### src/hw/rtl/u8d_pkg.sv
// Package for the UTF-8 code point decoder: result and job types, byte class
// masks and value constants. Depends on nothing; every file but u8d_ifs imports it.
package u8d_pkg;

  localparam int unsigned CP_W   = 21;
  localparam int unsigned USED_W = 3;
  localparam int unsigned ENT_N  = 4;

  localparam logic [7:0] CONT_MASK  = 8'hC0;
  localparam logic [7:0] CONT_CODE  = 8'h80;
  localparam logic [7:0] LEAD2_MASK = 8'hE0;
  localparam logic [7:0] LEAD2_CODE = 8'hC0;
  localparam logic [7:0] LEAD3_MASK = 8'hF0;
  localparam logic [7:0] LEAD3_CODE = 8'hE0;
  localparam logic [7:0] LEAD4_MASK = 8'hF8;
  localparam logic [7:0] LEAD4_CODE = 8'hF0;
  localparam logic [7:0] PAY2_MASK  = 8'h1F;
  localparam logic [7:0] PAY3_MASK  = 8'h0F;
  localparam logic [7:0] PAY4_MASK  = 8'h07;

  localparam logic [CP_W-1:0] SURR_LO = 21'h00D800;
  localparam logic [CP_W-1:0] SURR_HI = 21'h00DFFF;
  localparam logic [CP_W-1:0] QMARK   = 21'h00003F;

  localparam logic [2:0] LEN2 = 3'd2;
  localparam logic [2:0] LEN3 = 3'd3;

  typedef enum logic [1:0] {
    ST_OK   = 2'd0,
    ST_RAW  = 2'd1,
    ST_SURR = 2'd2
  } status_t;

  typedef struct packed {
    logic [CP_W-1:0]   cp;
    logic [USED_W-1:0] used;
    status_t           st;
  } entry_t;

  // One job holds every result caused by one input byte; last is the index
  // of the final result.
  typedef struct packed {
    logic [1:0]            last;
    entry_t [ENT_N-1:0]    ent;
  } job_t;

endpackage

### src/hw/rtl/u8d_ifs.sv
// Handshake interfaces for the byte input channel and the result channel.
// Depends on nothing.
interface u8d_in_if;
  logic       valid;
  logic       ready;
  logic [7:0] in_byte;

  modport source (output valid, output in_byte, input ready);
  modport sink   (input valid, input in_byte, output ready);
endinterface

interface u8d_out_if;
  logic        valid;
  logic        ready;
  logic [20:0] code_point;
  logic [2:0]  bytes_used;
  logic [1:0]  status;
  logic        last_of_run;

  modport source (output valid, output code_point, output bytes_used, output status,
                  output last_of_run, input ready);
  modport sink   (input valid, input code_point, input bytes_used, input status,
                  input last_of_run, output ready);
endinterface

### src/hw/rtl/u8d_front.sv
// Front end: accepts bytes, tracks the open sequence and builds one job with
// all results a byte causes. Depends on u8d_pkg.
module u8d_front import u8d_pkg::*; (
  input  logic       clk,
  input  logic       rst_n,
  input  logic       in_valid,
  output logic       in_ready,
  input  logic [7:0] in_byte,
  input  logic       q_full,
  output logic       push,
  output job_t       push_job
);

  logic [7:0] pend_r [3];
  logic [7:0] pend_nxt [3];
  logic [1:0] cnt_r, cnt_nxt;
  logic [2:0] exp_r, exp_nxt;
  logic       acc;
  logic [2:0] num;

  assign in_ready = !q_full;
  assign acc      = in_valid && in_ready;
  assign push     = acc && (num != 3'd0);

  always_comb begin
    logic [CP_W-1:0] cp;
    logic            done;
    logic [7:0]      pmask;
    cnt_nxt  = cnt_r;
    exp_nxt  = exp_r;
    pend_nxt = pend_r;
    push_job = '0;
    num      = 3'd0;
    done     = 1'b0;
    cp       = '0;
    case (exp_r)
      LEN2:    pmask = PAY2_MASK;
      LEN3:    pmask = PAY3_MASK;
      default: pmask = PAY4_MASK;
    endcase

    if (cnt_r != 2'd0) begin
      if ((in_byte & CONT_MASK) == CONT_CODE) begin
        done = 1'b1;
        if (({1'b0, cnt_r} + 3'd1) >= exp_r) begin
          cp = {13'd0, pend_r[0] & pmask};
          for (int i = 1; i < 3; i++) begin
            if (i < int'(cnt_r)) cp = {cp[CP_W-7:0], pend_r[i][5:0]};
          end
          cp = {cp[CP_W-7:0], in_byte[5:0]};
          if (cp >= SURR_LO && cp <= SURR_HI) begin
            push_job.ent[0] = '{cp: QMARK, used: 3'd1, st: ST_SURR};
            num = 3'd1;
            for (int i = 1; i < 3; i++) begin
              if (i < int'(cnt_r)) begin
                push_job.ent[num[1:0]] = '{cp: {13'd0, pend_r[i]}, used: 3'd1, st: ST_RAW};
                num = num + 3'd1;
              end
            end
            push_job.ent[num[1:0]] = '{cp: {13'd0, in_byte}, used: 3'd1, st: ST_RAW};
            num = num + 3'd1;
          end else begin
            push_job.ent[0] = '{cp: cp, used: exp_r, st: ST_OK};
            num = 3'd1;
          end
          cnt_nxt = 2'd0;
          exp_nxt = 3'd0;
        end else begin
          if (cnt_r == 2'd1) pend_nxt[1] = in_byte;
          else               pend_nxt[2] = in_byte;
          cnt_nxt = cnt_r + 2'd1;
        end
      end else begin
        // Broken sequence: flush everything buffered as raw bytes.
        for (int i = 0; i < 3; i++) begin
          if (i < int'(cnt_r)) begin
            push_job.ent[num[1:0]] = '{cp: {13'd0, pend_r[i]}, used: 3'd1, st: ST_RAW};
            num = num + 3'd1;
          end
        end
        cnt_nxt = 2'd0;
        exp_nxt = 3'd0;
      end
    end

    if (!done) begin
      if (in_byte[7] == 1'b0) begin
        push_job.ent[num[1:0]] = '{cp: {13'd0, in_byte}, used: 3'd1, st: ST_OK};
        num = num + 3'd1;
      end else if ((in_byte & LEAD2_MASK) == LEAD2_CODE) begin
        pend_nxt[0] = in_byte;
        cnt_nxt     = 2'd1;
        exp_nxt     = 3'd2;
      end else if ((in_byte & LEAD3_MASK) == LEAD3_CODE) begin
        pend_nxt[0] = in_byte;
        cnt_nxt     = 2'd1;
        exp_nxt     = 3'd3;
      end else if ((in_byte & LEAD4_MASK) == LEAD4_CODE) begin
        pend_nxt[0] = in_byte;
        cnt_nxt     = 2'd1;
        exp_nxt     = 3'd4;
      end else begin
        push_job.ent[num[1:0]] = '{cp: {13'd0, in_byte}, used: 3'd1, st: ST_RAW};
        num = num + 3'd1;
      end
    end

    push_job.last = num[1:0] - 2'd1;
  end

  always_ff @(posedge clk) begin
    if (!rst_n) begin
      cnt_r <= 2'd0;
      exp_r <= 3'd0;
    end else if (acc) begin
      cnt_r <= cnt_nxt;
      exp_r <= exp_nxt;
    end
  end

  always_ff @(posedge clk) begin
    if (acc) pend_r <= pend_nxt;
  end

endmodule

### src/hw/rtl/u8d_queue.sv
// Short job queue between front and back end, register based.
// Depends on u8d_pkg.
module u8d_queue import u8d_pkg::*; #(
  parameter int unsigned DEPTH = 2
) (
  input  logic clk,
  input  logic rst_n,
  input  logic push,
  input  job_t push_job,
  input  logic pop,
  output logic full,
  output logic nonempty,
  output job_t head
);

  localparam int unsigned PTR_W = $clog2(DEPTH);
  localparam int unsigned CNT_W = $clog2(DEPTH + 1);

  job_t             mem [DEPTH];
  logic [PTR_W-1:0] wr_r, rd_r;
  logic [CNT_W-1:0] cnt_r;

  assign full     = (cnt_r == CNT_W'(DEPTH));
  assign nonempty = (cnt_r != '0);
  assign head     = mem[rd_r];

  always_ff @(posedge clk) begin
    if (!rst_n) begin
      wr_r  <= '0;
      rd_r  <= '0;
      cnt_r <= '0;
    end else begin
      if (push) wr_r <= (wr_r == PTR_W'(DEPTH - 1)) ? '0 : wr_r + 1'b1;
      if (pop)  rd_r <= (rd_r == PTR_W'(DEPTH - 1)) ? '0 : rd_r + 1'b1;
      if (push && !pop)      cnt_r <= cnt_r + 1'b1;
      else if (!push && pop) cnt_r <= cnt_r - 1'b1;
    end
  end

  always_ff @(posedge clk) begin
    if (push) mem[wr_r] <= push_job;
  end

endmodule

### src/hw/rtl/u8d_back.sv
// Back end: holds one job in the output register and hands out its results
// one per transaction. Depends on u8d_pkg.
module u8d_back import u8d_pkg::*; (
  input  logic        clk,
  input  logic        rst_n,
  input  logic        q_nonempty,
  input  job_t        q_head,
  output logic        pop,
  output logic        out_valid,
  input  logic        out_ready,
  output logic [20:0] code_point,
  output logic [2:0]  bytes_used,
  output logic [1:0]  status,
  output logic        last_of_run
);

  logic       busy_r;
  job_t       job_r;
  logic [1:0] idx_r;
  logic       take, at_last;
  entry_t     cur;

  assign cur         = job_r.ent[idx_r];
  assign at_last     = (idx_r == job_r.last);
  assign take        = busy_r && out_ready;
  assign pop         = q_nonempty && (!busy_r || (take && at_last));
  assign out_valid   = busy_r;
  assign code_point  = cur.cp;
  assign bytes_used  = cur.used;
  assign status      = cur.st;
  assign last_of_run = at_last;

  always_ff @(posedge clk) begin
    if (!rst_n) begin
      busy_r <= 1'b0;
      idx_r  <= 2'd0;
    end else if (pop) begin
      busy_r <= 1'b1;
      idx_r  <= 2'd0;
    end else if (take) begin
      if (at_last) busy_r <= 1'b0;
      else         idx_r  <= idx_r + 2'd1;
    end
  end

  always_ff @(posedge clk) begin
    if (pop) job_r <= q_head;
  end

endmodule

### src/hw/rtl/utf8_code_point_decoder.sv
// Top level of the UTF-8 code point decoder: front end, job queue, back end.
// Depends on u8d_pkg, u8d_ifs, u8d_front, u8d_queue and u8d_back.
//
//   channel   direction   payload                                         
//   in_if     sink        in_byte[7:0]                                    
//   out_if    source      code_point[20:0] bytes_used[2:0] status[1:0]    
//                         last_of_run                                     
//
// A byte is taken in every cycle in which the job queue has room, so the
// input side runs at one byte per cycle. The back end sends one result per
// cycle while the output is ready; a byte that causes k results holds it for
// k transfers, and a byte that only extends an open sequence costs nothing.
// The queue (QUEUE_DEPTH jobs) absorbs replay bursts and output back pressure.
// Reset is synchronous and active low; there is no clearing pass, and the
// block accepts bytes in the first cycle after reset is released.
module utf8_code_point_decoder import u8d_pkg::*; #(
  parameter int unsigned QUEUE_DEPTH = 2
) (
  input logic       clk,
  input logic       rst_n,
  u8d_in_if.sink    in_if,
  u8d_out_if.source out_if
);

  logic q_full, q_nonempty, push, pop;
  job_t push_job, q_head;

  // The front end decodes each accepted byte in the same cycle and turns it
  // into a job that lists every result that byte causes.
  u8d_front u_front (
    .clk      (clk),
    .rst_n    (rst_n),
    .in_valid (in_if.valid),
    .in_ready (in_if.ready),
    .in_byte  (in_if.in_byte),
    .q_full   (q_full),
    .push     (push),
    .push_job (push_job)
  );

  // Jobs wait here so that a stalled output does not stop decoding at once.
  u8d_queue #(.DEPTH(QUEUE_DEPTH)) u_queue (
    .clk      (clk),
    .rst_n    (rst_n),
    .push     (push),
    .push_job (push_job),
    .pop      (pop),
    .full     (q_full),
    .nonempty (q_nonempty),
    .head     (q_head)
  );

  // The back end walks through the results of one job, one transaction each.
  u8d_back u_back (
    .clk         (clk),
    .rst_n       (rst_n),
    .q_nonempty  (q_nonempty),
    .q_head      (q_head),
    .pop         (pop),
    .out_valid   (out_if.valid),
    .out_ready   (out_if.ready),
    .code_point  (out_if.code_point),
    .bytes_used  (out_if.bytes_used),
    .status      (out_if.status),
    .last_of_run (out_if.last_of_run)
  );

endmodule

### src/flat_wrapper.sv
// flat-port wrapper written by rule: the top's interface ports become plain ports
module utf8_code_point_decoder_flat import u8d_pkg::*;
#(
  parameter int unsigned QUEUE_DEPTH = 2
)
  (clk, rst_n, in_if_valid, in_if_in_byte, in_if_ready, out_if_valid, out_if_code_point, out_if_bytes_used, out_if_status, out_if_last_of_run, out_if_ready);
  u8d_in_if in_if_i ();
  u8d_out_if out_if_i ();
  input logic clk;
  input logic rst_n;
  input wire logic [$bits(in_if_i.valid)-1:0] in_if_valid;
  input wire logic [$bits(in_if_i.in_byte)-1:0] in_if_in_byte;
  output wire logic [$bits(in_if_i.ready)-1:0] in_if_ready;
  output wire logic [$bits(out_if_i.valid)-1:0] out_if_valid;
  output wire logic [$bits(out_if_i.code_point)-1:0] out_if_code_point;
  output wire logic [$bits(out_if_i.bytes_used)-1:0] out_if_bytes_used;
  output wire logic [$bits(out_if_i.status)-1:0] out_if_status;
  output wire logic [$bits(out_if_i.last_of_run)-1:0] out_if_last_of_run;
  input wire logic [$bits(out_if_i.ready)-1:0] out_if_ready;
  assign in_if_i.valid = in_if_valid;
  assign in_if_i.in_byte = in_if_in_byte;
  assign in_if_ready = in_if_i.ready;
  assign out_if_valid = out_if_i.valid;
  assign out_if_code_point = out_if_i.code_point;
  assign out_if_bytes_used = out_if_i.bytes_used;
  assign out_if_status = out_if_i.status;
  assign out_if_last_of_run = out_if_i.last_of_run;
  assign out_if_i.ready = out_if_ready;
  utf8_code_point_decoder #(.QUEUE_DEPTH(QUEUE_DEPTH)) u_core (.clk(clk), .rst_n(rst_n), .in_if(in_if_i), .out_if(out_if_i));
endmodule
### config.mk
export PLATFORM = sky130hd
export DESIGN_NAME = utf8_code_point_decoder_flat
export DESIGN_NICKNAME = d
export VERILOG_FILES = /design/src/hw/rtl/u8d_pkg.sv /design/src/hw/rtl/u8d_ifs.sv /design/src/hw/rtl/u8d_front.sv /design/src/hw/rtl/u8d_queue.sv /design/src/hw/rtl/u8d_back.sv /design/src/hw/rtl/utf8_code_point_decoder.sv /design/src/flat_wrapper.sv
export SDC_FILE = /design/constraint.sdc
export NUM_CORES = 1
export LEC_CHECK = 0
export BUFFER_PORTS_ARGS = -buffer_cell sky130_fd_sc_hd__buf_2
export CAP_MARGIN = 10
export CORE_UTILIZATION = 64
export DETAILED_ROUTE_END_ITERATION = 7
export GPL_ROUTABILITY_DRIVEN = 1
export PLACE_DENSITY_LB_ADDON = 0.1
export SKIP_LAST_GASP = 1
export SYNTH_ARGS = -nofsm -noshare
export SYNTH_HDL_FRONTEND = slang
export SYNTH_HIERARCHICAL = 1
export SYNTH_SLANG_ARGS = --single-unit
### constraint.sdc
create_clock -name clk -period 11.82 [get_ports clk]
set_input_delay 1.773 -clock clk [delete_from_list [all_inputs] [get_ports clk]]
set_output_delay 1.773 -clock clk [all_outputs]
set_load 0.02 [all_outputs]
=== Word level (Yosys, flattened, before mapping) ===
Memory sizes are Yosys's and may differ from the RTL's. A register that Yosys moved wholly into a read port is not among the register bits.
Index checks and enable logic that the tools add are counted.

* $add $sub $neg: 13
* Multipliers: 0
* Div/mod/pow operators: 0
* Order comparisons: 17
* Equal/unequal tests: 9
* Shift operators: 0
* Mux-type cells: 107
* Bitwise logic cells: 6
* Reductions and logical operators: 31

{| class="wikitable"
|+ Operators by type and width
! kind !! count
|-
| 104-bit 2-to-1 mux || 17
|-
| 104-bit bitwise mux || 6
|-
| 26-bit 2-to-1 mux || 13
|-
| 26-bit demux with 2-bit select || 5
|-
| 3-bit 2-to-1 mux || 32
|-
| 78-bit 2-to-1 mux || 1
|-
| 15-bit 2-to-1 mux || 4
|-
| 26-bit binary-select mux with 2-bit select || 1
|-
| 13-bit 2-to-1 mux || 2
|-
| 2-bit 2-to-1 mux || 11
|-
| 21-bit by 16-bit >= comparator with 1-bit output (second input constant) || 1
|-
| 21-bit by 16-bit <= comparator with 1-bit output (second input constant) || 1
|-
| 7-bit 2-to-1 mux || 3
|-
| 2-bit by 3-bit less-than comparator with 1-bit output (second input constant) || 6
|-
| 3-bit by 1-bit adder with 3-bit output (second input constant) || 5
|-
| 14-bit 2-to-1 mux || 1
|-
| 1-bit logical AND || 13
|-
| 2-bit by 1-bit >= comparator with 1-bit output (second input constant) || 5
|-
| 1-bit 2-to-1 mux || 10
|-
| 5-bit one-hot mux with 2 select lines || 1
|-
| 5-bit AND reduction || 2
|-
| 2-bit nonzero test || 5
|-
| 8-bit bitwise AND || 1
|-
| 2-bit by 1-bit adder with 2-bit output (second input constant) || 3
|-
| 20 further kinds || 34
|}

* Register bits after elaboration: 35
* Bits in latches: 0
* RAM bits: 212
* Memory bits (read-only): 0
* Input bits: 12
* Word-level logic and storage cells: 194
* Memories kept: 1

{| class="wikitable"
|+ Memories
! name !! words !! width !! rd ports !! clocked after memory_dff !! wr ports !! RTL line !! text
|-
| u_core.u_queue.mem || 2 || 106 || 1 || 1 || 1 || u8d_queue.sv:19 || <nowiki>job_t mem [DEPTH];</nowiki>
|}

=== Depth between registers and ports, before layout ===
* Depth after elaboration: 37
* Gate-level depth with buffers: 20
* Mapped depth without buffers: 18

=== Hierarchy ===
Netlist, hierarchy kept.

{| class="wikitable"
|+ By module, submodules not included
! module !! instances !! cells each !! area each (um^2) !! seq. area each (um^2)
|-
| u8d_queue || 1 || 352 || 8026.4 || 6466.2
|-
| u8d_back || 1 || 162 || 4006.3 || 3243.1
|-
| u8d_front || 1 || 435 || 3345.7 || 790.8
|}

=== Worst setup path before layout ===
OpenSTA, ideal clock, no wires.

* Path type: in2reg
* From: in in_if_in_byte[6]
* To: mem u_core/u_queue/mem[0][0] (netlist bit) (enable)
* Arrival: 8801 ps
* Setup slack: 2434 ps
* Stages: 13
* Buffers on the path: 2
* Path through: clkbuf_1 > nor2b_1 > clkbuf_1 > nor2_1 > nor2_1 > a21boi_0 > inv_1 > ha_1 > mux2i_1 > ha_1 > o2111ai_1 > o211a_1 > nor2b_1

* Longest elaborated chain between the ends: 13
* Elaborated cells on any way between the ends: 18

{| class="wikitable"
|+ Ends and longest elaborated chain
! element !! RTL line !! text
|-
| from (decl) || flat_wrapper.sv:12 || <nowiki>input wire logic [$bits(in_if_i.in_byte)-1:0] in_if_in_byte;</nowiki>
|-
| 2-bit equality test || u8d_front.sv:43 || <nowiki>if ((in_byte & CONT_MASK) == CONT_CODE) begin</nowiki>
|-
| 3-bit 2-to-1 mux || u8d_front.sv:43 ||
|-
| 3-bit 2-to-1 mux || u8d_front.sv:42 || <nowiki>if (cnt_r != 2'd0) begin</nowiki>
|-
| 3-bit by 1-bit adder with 3-bit output || u8d_front.sv:89, u8d_front.sv:104 ||
|-
| 3-bit 2-to-1 mux || u8d_front.sv:98 || <nowiki>end else if ((in_byte & LEAD4_MASK) == LEAD4_CODE) begin</nowiki>
|-
| 3-bit 2-to-1 mux || u8d_front.sv:94 || <nowiki>end else if ((in_byte & LEAD3_MASK) == LEAD3_CODE) begin</nowiki>
|-
| 3-bit 2-to-1 mux || u8d_front.sv:90 || <nowiki>end else if ((in_byte & LEAD2_MASK) == LEAD2_CODE) begin</nowiki>
|-
| 3-bit 2-to-1 mux || u8d_front.sv:87 || <nowiki>if (in_byte[7] == 1'b0) begin</nowiki>
|-
| 3-bit 2-to-1 mux (*) || u8d_front.sv:86 || <nowiki>if (!done) begin</nowiki>
|-
| 3-bit nonzero test (*) || u8d_front.sv:23 || <nowiki>assign push = acc && (num != 3'd0);</nowiki>
|-
| 1-bit logical AND (*) || u8d_front.sv:23 ||
|-
| named net u_core.push || utf8_code_point_decoder.sv:25 || <nowiki>logic q_full, q_nonempty, push, pop;</nowiki>
|-
| 1-bit 2-to-1 mux (*) || u8d_queue.sv:41 || <nowiki>if (push) mem[wr_r] <= push_job;</nowiki>
|-
| 1-bit 2-to-1 mux (not written as such) (*) || u8d_queue.sv:41 ||
|-
| to (decl) || u8d_queue.sv:19 ||
|}

Mark *: on every way through the listed nets, which the timed path passes. The rest lies on a longest branch.

=== Worst setup path in the final report ===
* From: reg u_core.u_front.cnt_r[1]
* To: mem u_core/u_queue/mem[0][44] (netlist bit) (enable)

* Longest elaborated chain between the ends: 27
* Elaborated cells on any way between the ends: 50

{| class="wikitable"
|+ Ends and longest elaborated chain
! element !! RTL line !! text
|-
| from (decl) || u8d_front.sv:16 || <nowiki>logic [1:0] cnt_r, cnt_nxt;</nowiki>
|-
| from (signal assigned) || u8d_front.sv:116 || <nowiki>cnt_r <= cnt_nxt;</nowiki>
|-
| 1-bit by 2-bit less-than comparator with 1-bit output || u8d_front.sv:48, u8d_front.sv:55, u8d_front.sv:76 ||
|-
| 2-bit 2-to-1 mux || u8d_front.sv:55 || <nowiki>if (i < int'(cnt_r)) begin</nowiki>
|-
| 3-bit 2-to-1 mux || u8d_front.sv:51 || <nowiki>if (cp >= SURR_LO && cp <= SURR_HI) begin</nowiki>
|-
| 3-bit 2-to-1 mux || u8d_front.sv:45 || <nowiki>if (({1'b0, cnt_r} + 3'd1) >= exp_r) begin</nowiki>
|-
| 3-bit 2-to-1 mux || u8d_front.sv:43 ||
|-
| 3-bit 2-to-1 mux || u8d_front.sv:42 ||
|-
| 3-bit by 1-bit adder with 3-bit output || u8d_front.sv:57 || <nowiki>num = num + 3'd1;</nowiki>
|-
| 3-bit 2-to-1 mux || u8d_front.sv:55 ||
|-
| [12 not listed] || n/a ||
|-
| 3-bit 2-to-1 mux || u8d_front.sv:90 ||
|-
| 3-bit 2-to-1 mux || u8d_front.sv:87 ||
|-
| 3-bit 2-to-1 mux (*) || u8d_front.sv:86 ||
|-
| 3-bit nonzero test (*) || u8d_front.sv:23 ||
|-
| 1-bit logical AND (*) || u8d_front.sv:23 ||
|-
| named net u_core.push || utf8_code_point_decoder.sv:25 ||
|-
| 1-bit 2-to-1 mux (*) || u8d_queue.sv:41 ||
|-
| 1-bit 2-to-1 mux (not written as such) (*) || u8d_queue.sv:41 ||
|}

Mark *: on every way through the listed nets, which the timed path passes. The rest lies on a longest branch. The select of a mux whose other input is x is not followed.

==> flow_summary.toml <==
[outcome]
status = "completed"

[synth]
synth-seq-cells = 354
avgSynthCellArea_um2 = 16.20
synth_edf_count = 341
async_flop_share = 0
syn-cell-area_um2 = 15380
syn-instance-count = 949
synth_seq_area_share = 0.6828
yosysWarnings = 6
synthDistinctLibCells = 73
ys.flop_type = "edfxtp_1"

[setup_path]
critical-path-max-stage-delay_ns = 0.93
crit_arrival_ns = 6.89
worstSetupStartpointType = "flop"
path_class = "reg2reg"
r2r_slack_ns = 5.07
path_max_fanout = 70
crit_chain = "buf_4 -> inv_1 -> ha_1 -> ha_1 -> nand2_1 -> o21ai_1 -> o21ai_0 -> nor2_1 -> a21boi_0 -> inv_1 -> ha_1 -> mux2i_1 -> ha_1 -> o2111ai_1 -> o211a_1 -> nor2b_4 -> buf_4"
worst_path_most_repeated_cell = "ha_1"
crit_slowest_cell = "nor2b_4"
worstSetupEndpointType = "flop"
required_ns = 11.96

[detailed_routing]
drc = 0
dr.pass1.iters = 5
drt_wl_total_um = 31240
ant_nets = 0
vias = 8145
wl_per_cell_um = 23.37
drt_iter0_drc = 746
avgViaCountPerCell = 6.092

[timing]
skew_ns = 0.02142
period_minus_slack_ns = 6.748
max_freq_mhz = 148.2
setup_viol = 0
post-route-period-util = 0.5709
setup_ws_ns = 5.072
tightest_slew_ns = 1.158
slew_headroom = 0.2198
rsz0062_at_grt = "false"
fin_tns_setup_ns = 0
whs_ns = 0.5020
hold_viol = 0
drv_slew = 0

[power]
p_comb_frac = 0.184
clockPowerShare = 0.302
p_int_mw = 2.650
switching_share = 0.2637
power.density_nw_per_um2 = 214.7
pwr-share-seq = 0.514
power.net_switching_mw = 0.9490
ir_worst_vdd_mv = 0.1875
power_mw = 3.599
p_leak_nw = 5.759

[clocking]
post_cts.repair.setup_buffers = 0
cts_resized = 0
cts_buffers = 36
clock_path_buffers = 3
cts_tree = "done"
h-tree-depth = 2
clk_pin_slew_ns = 0.06
clk_latency_ns = 0.53
clkSinkCount = 354
postCtsHoldBufs = 0
clock-root-buffer = "clkbuf_16"

[placement]
placedCellCount = 1273
gp_congestion = 0.9874
numPortBuffers = 40
dp_hpwl_um = 19830
place_ws_ns = 4.880

[floorplanning]
num_rows = 56
io_pins = 41
core-area_um2 = 23540
die_x_um = 157.0
die_area_um2 = 24650
fp.dieH_um = 157.0
start_util = 0.6532

[finish]
final_common_cell = "edfxtp_1"
most-common-layout-cells = "341 x edfxtp_1, 68 x mux2_2, 48 x conb_1"
n_fill_cell = 1515
layoutNonFillerInstCount = 1337
multi_input_area_um2 = 4352
regArea_um2 = 10510
num_antenna_cells = 0
area_growth_pct = 9.015
drive_gt1_frac = 0.2544
finalNetCount = 1021

[hold_path]
hold_class = "reg2reg"

[grt]
grt_pass1_vias = 7817
grt_overflow = 0
grt_use_total = 0.2604
antenna_found_initial = 0
grt_pass1_wl_um = 46550
grt_max_degree = 71

[run]
maxCapViolCount = 0
flip-flops by register name, indices dropped and copies added (netlist names), named ones only:
signal / flops
u_core/u_back/idx_r: 2
u_core/u_back/job_r: 106
u_core/u_back/out_valid: 1
u_core/u_front/cnt_r: 2
u_core/u_front/exp_r: 3
u_core/u_front/pend_r: 23
u_core/u_queue/cnt_r: 2
u_core/u_queue/mem: 212
u_core/u_queue/rd_r: 1
u_core/u_queue/wr_r: 1
logic make-up (layout without fill, tap and decap cells):
| kind of cell | Yosys count | count (layout) | share of synthesized area |
|---|---|---|---|
| buf+inv | 117 | 139 | 0.04670 |
| mux | 141 | 141 | 0.1315 |
| simple gates | 169 | 169 | 0.05581 |
| fa+ha+maj | 17 | 17 | 0.01383 |
| xor+xnor | 7 | 7 | 0.003987 |
| compound gates | 143 | 143 | 0.06517 |
| other cells | 1 | 48 | 0.0002438 |
| flops | 354 | 354 | 0.6828 |
Yosys cell counts (all sizes together), types with 4 or more instances:
cell type | count | area (µm²)
edfxtp | 341 | 10240
ha | 17 | 212.7
nand3 | 16 | 85.08
mux4 | 26 | 585.6
mux2 | 108 | 1366
inv | 22 | 82.58
xor2 | 5 | 43.79
a21oi | 27 | 135.1
o22ai | 7 | 43.79
and3 | 8 | 55.05
and2 | 12 | 75.07
o31ai | 8 | 87.58
nor3 | 9 | 45.04
o211ai | 6 | 45.04
a31oi | 7 | 43.79
a21boi | 7 | 56.31
clkbuf | 19 | 71.32
a22oi | 4 | 30.03
nand2b | 5 | 31.28
a211oi | 4 | 30.03
nor2b | 12 | 75.07
dfxtp | 13 | 260.3
o21a | 11 | 82.58
a22o | 5 | 43.79
mux2i | 7 | 70.07
buf | 76 | 564.3
nand2 | 45 | 168.9
nor2 | 42 | 165.2
o21ai | 34 | 181.4
power by group through the flow:
| stage | Clock [mW] | Combinational (mW) | Sequential (mW) |
|---|---|---|---|
| detailed placement | 0 | 0.663 | 1.87 |
| finish | 1.09 | 0.663 | 1.85 |
| global placement | 0 | 0.657 | 1.86 |
| CTS | 1.11 | 0.669 | 1.86 |
| floorplan | 0 | 0.539 | 1.83 |
| global route | 1.15 | 0.709 | 1.88 |
area by class of cell:
cell class                 instances  area share
tap                              319     0.02381
multi-input combinational        525      0.2596
sequential                       354      0.6266
clock inverter                    21     0.01202
inverter                          22    0.004926
clock buffer                      43     0.05530
timing repair buffer              53     0.01776
through the flow:
step,area (µm²),util
floorplan,15550,-
global placement,15640,0.6642
detailed placement,15640,0.6642
CTS,16760,0.7121
global route,16760,0.7121
finish,16760,0.7121
final timing paths:
| check | end | cells after the start | startpoint |
|---|---|---|---|
| max | u_core/u_queue/mem[0][44]$_DFFE_PP_ | 17 | u_core/u_front/cnt_r[1]$_SDFFE_PN0P_ |
| min | u_core/u_queue/cnt_r[1]$_SDFFE_PN0P_ | 2 | u_core/u_queue/cnt_r[1]$_SDFFE_PN0P_ |
| max reg2reg | u_core/u_queue/mem[0][44]$_DFFE_PP_ | 17 | u_core/u_front/cnt_r[1]$_SDFFE_PN0P_ |
| min reg2reg | u_core/u_queue/cnt_r[1]$_SDFFE_PN0P_ | 2 | u_core/u_queue/cnt_r[1]$_SDFFE_PN0P_ |
metal layers:
| metal | share of wire | track usage |
|---|---|---|
| met5 | 0 | 0 |
| met2 | 0.48 | 0.4127 |
| met4 | 0.025 | 0.08553 |
| met1 | 0.44 | 0.3724 |
| met3 | 0.061 | 0.04185 |
worst max-delay path, delay by kind of cell (launching register included):
kind	cells	cell delay, ns
AND/OR/NAND/NOR	3	1.42
flip-flops	1	0.31
adder cells (fa/ha/maj)	4	1.21
AO/OA/AOI/OAI	5	1.53
buffers and inverters	4	1.66
multiplexers	1	0.07
Power figures use the tool's default switching activity.
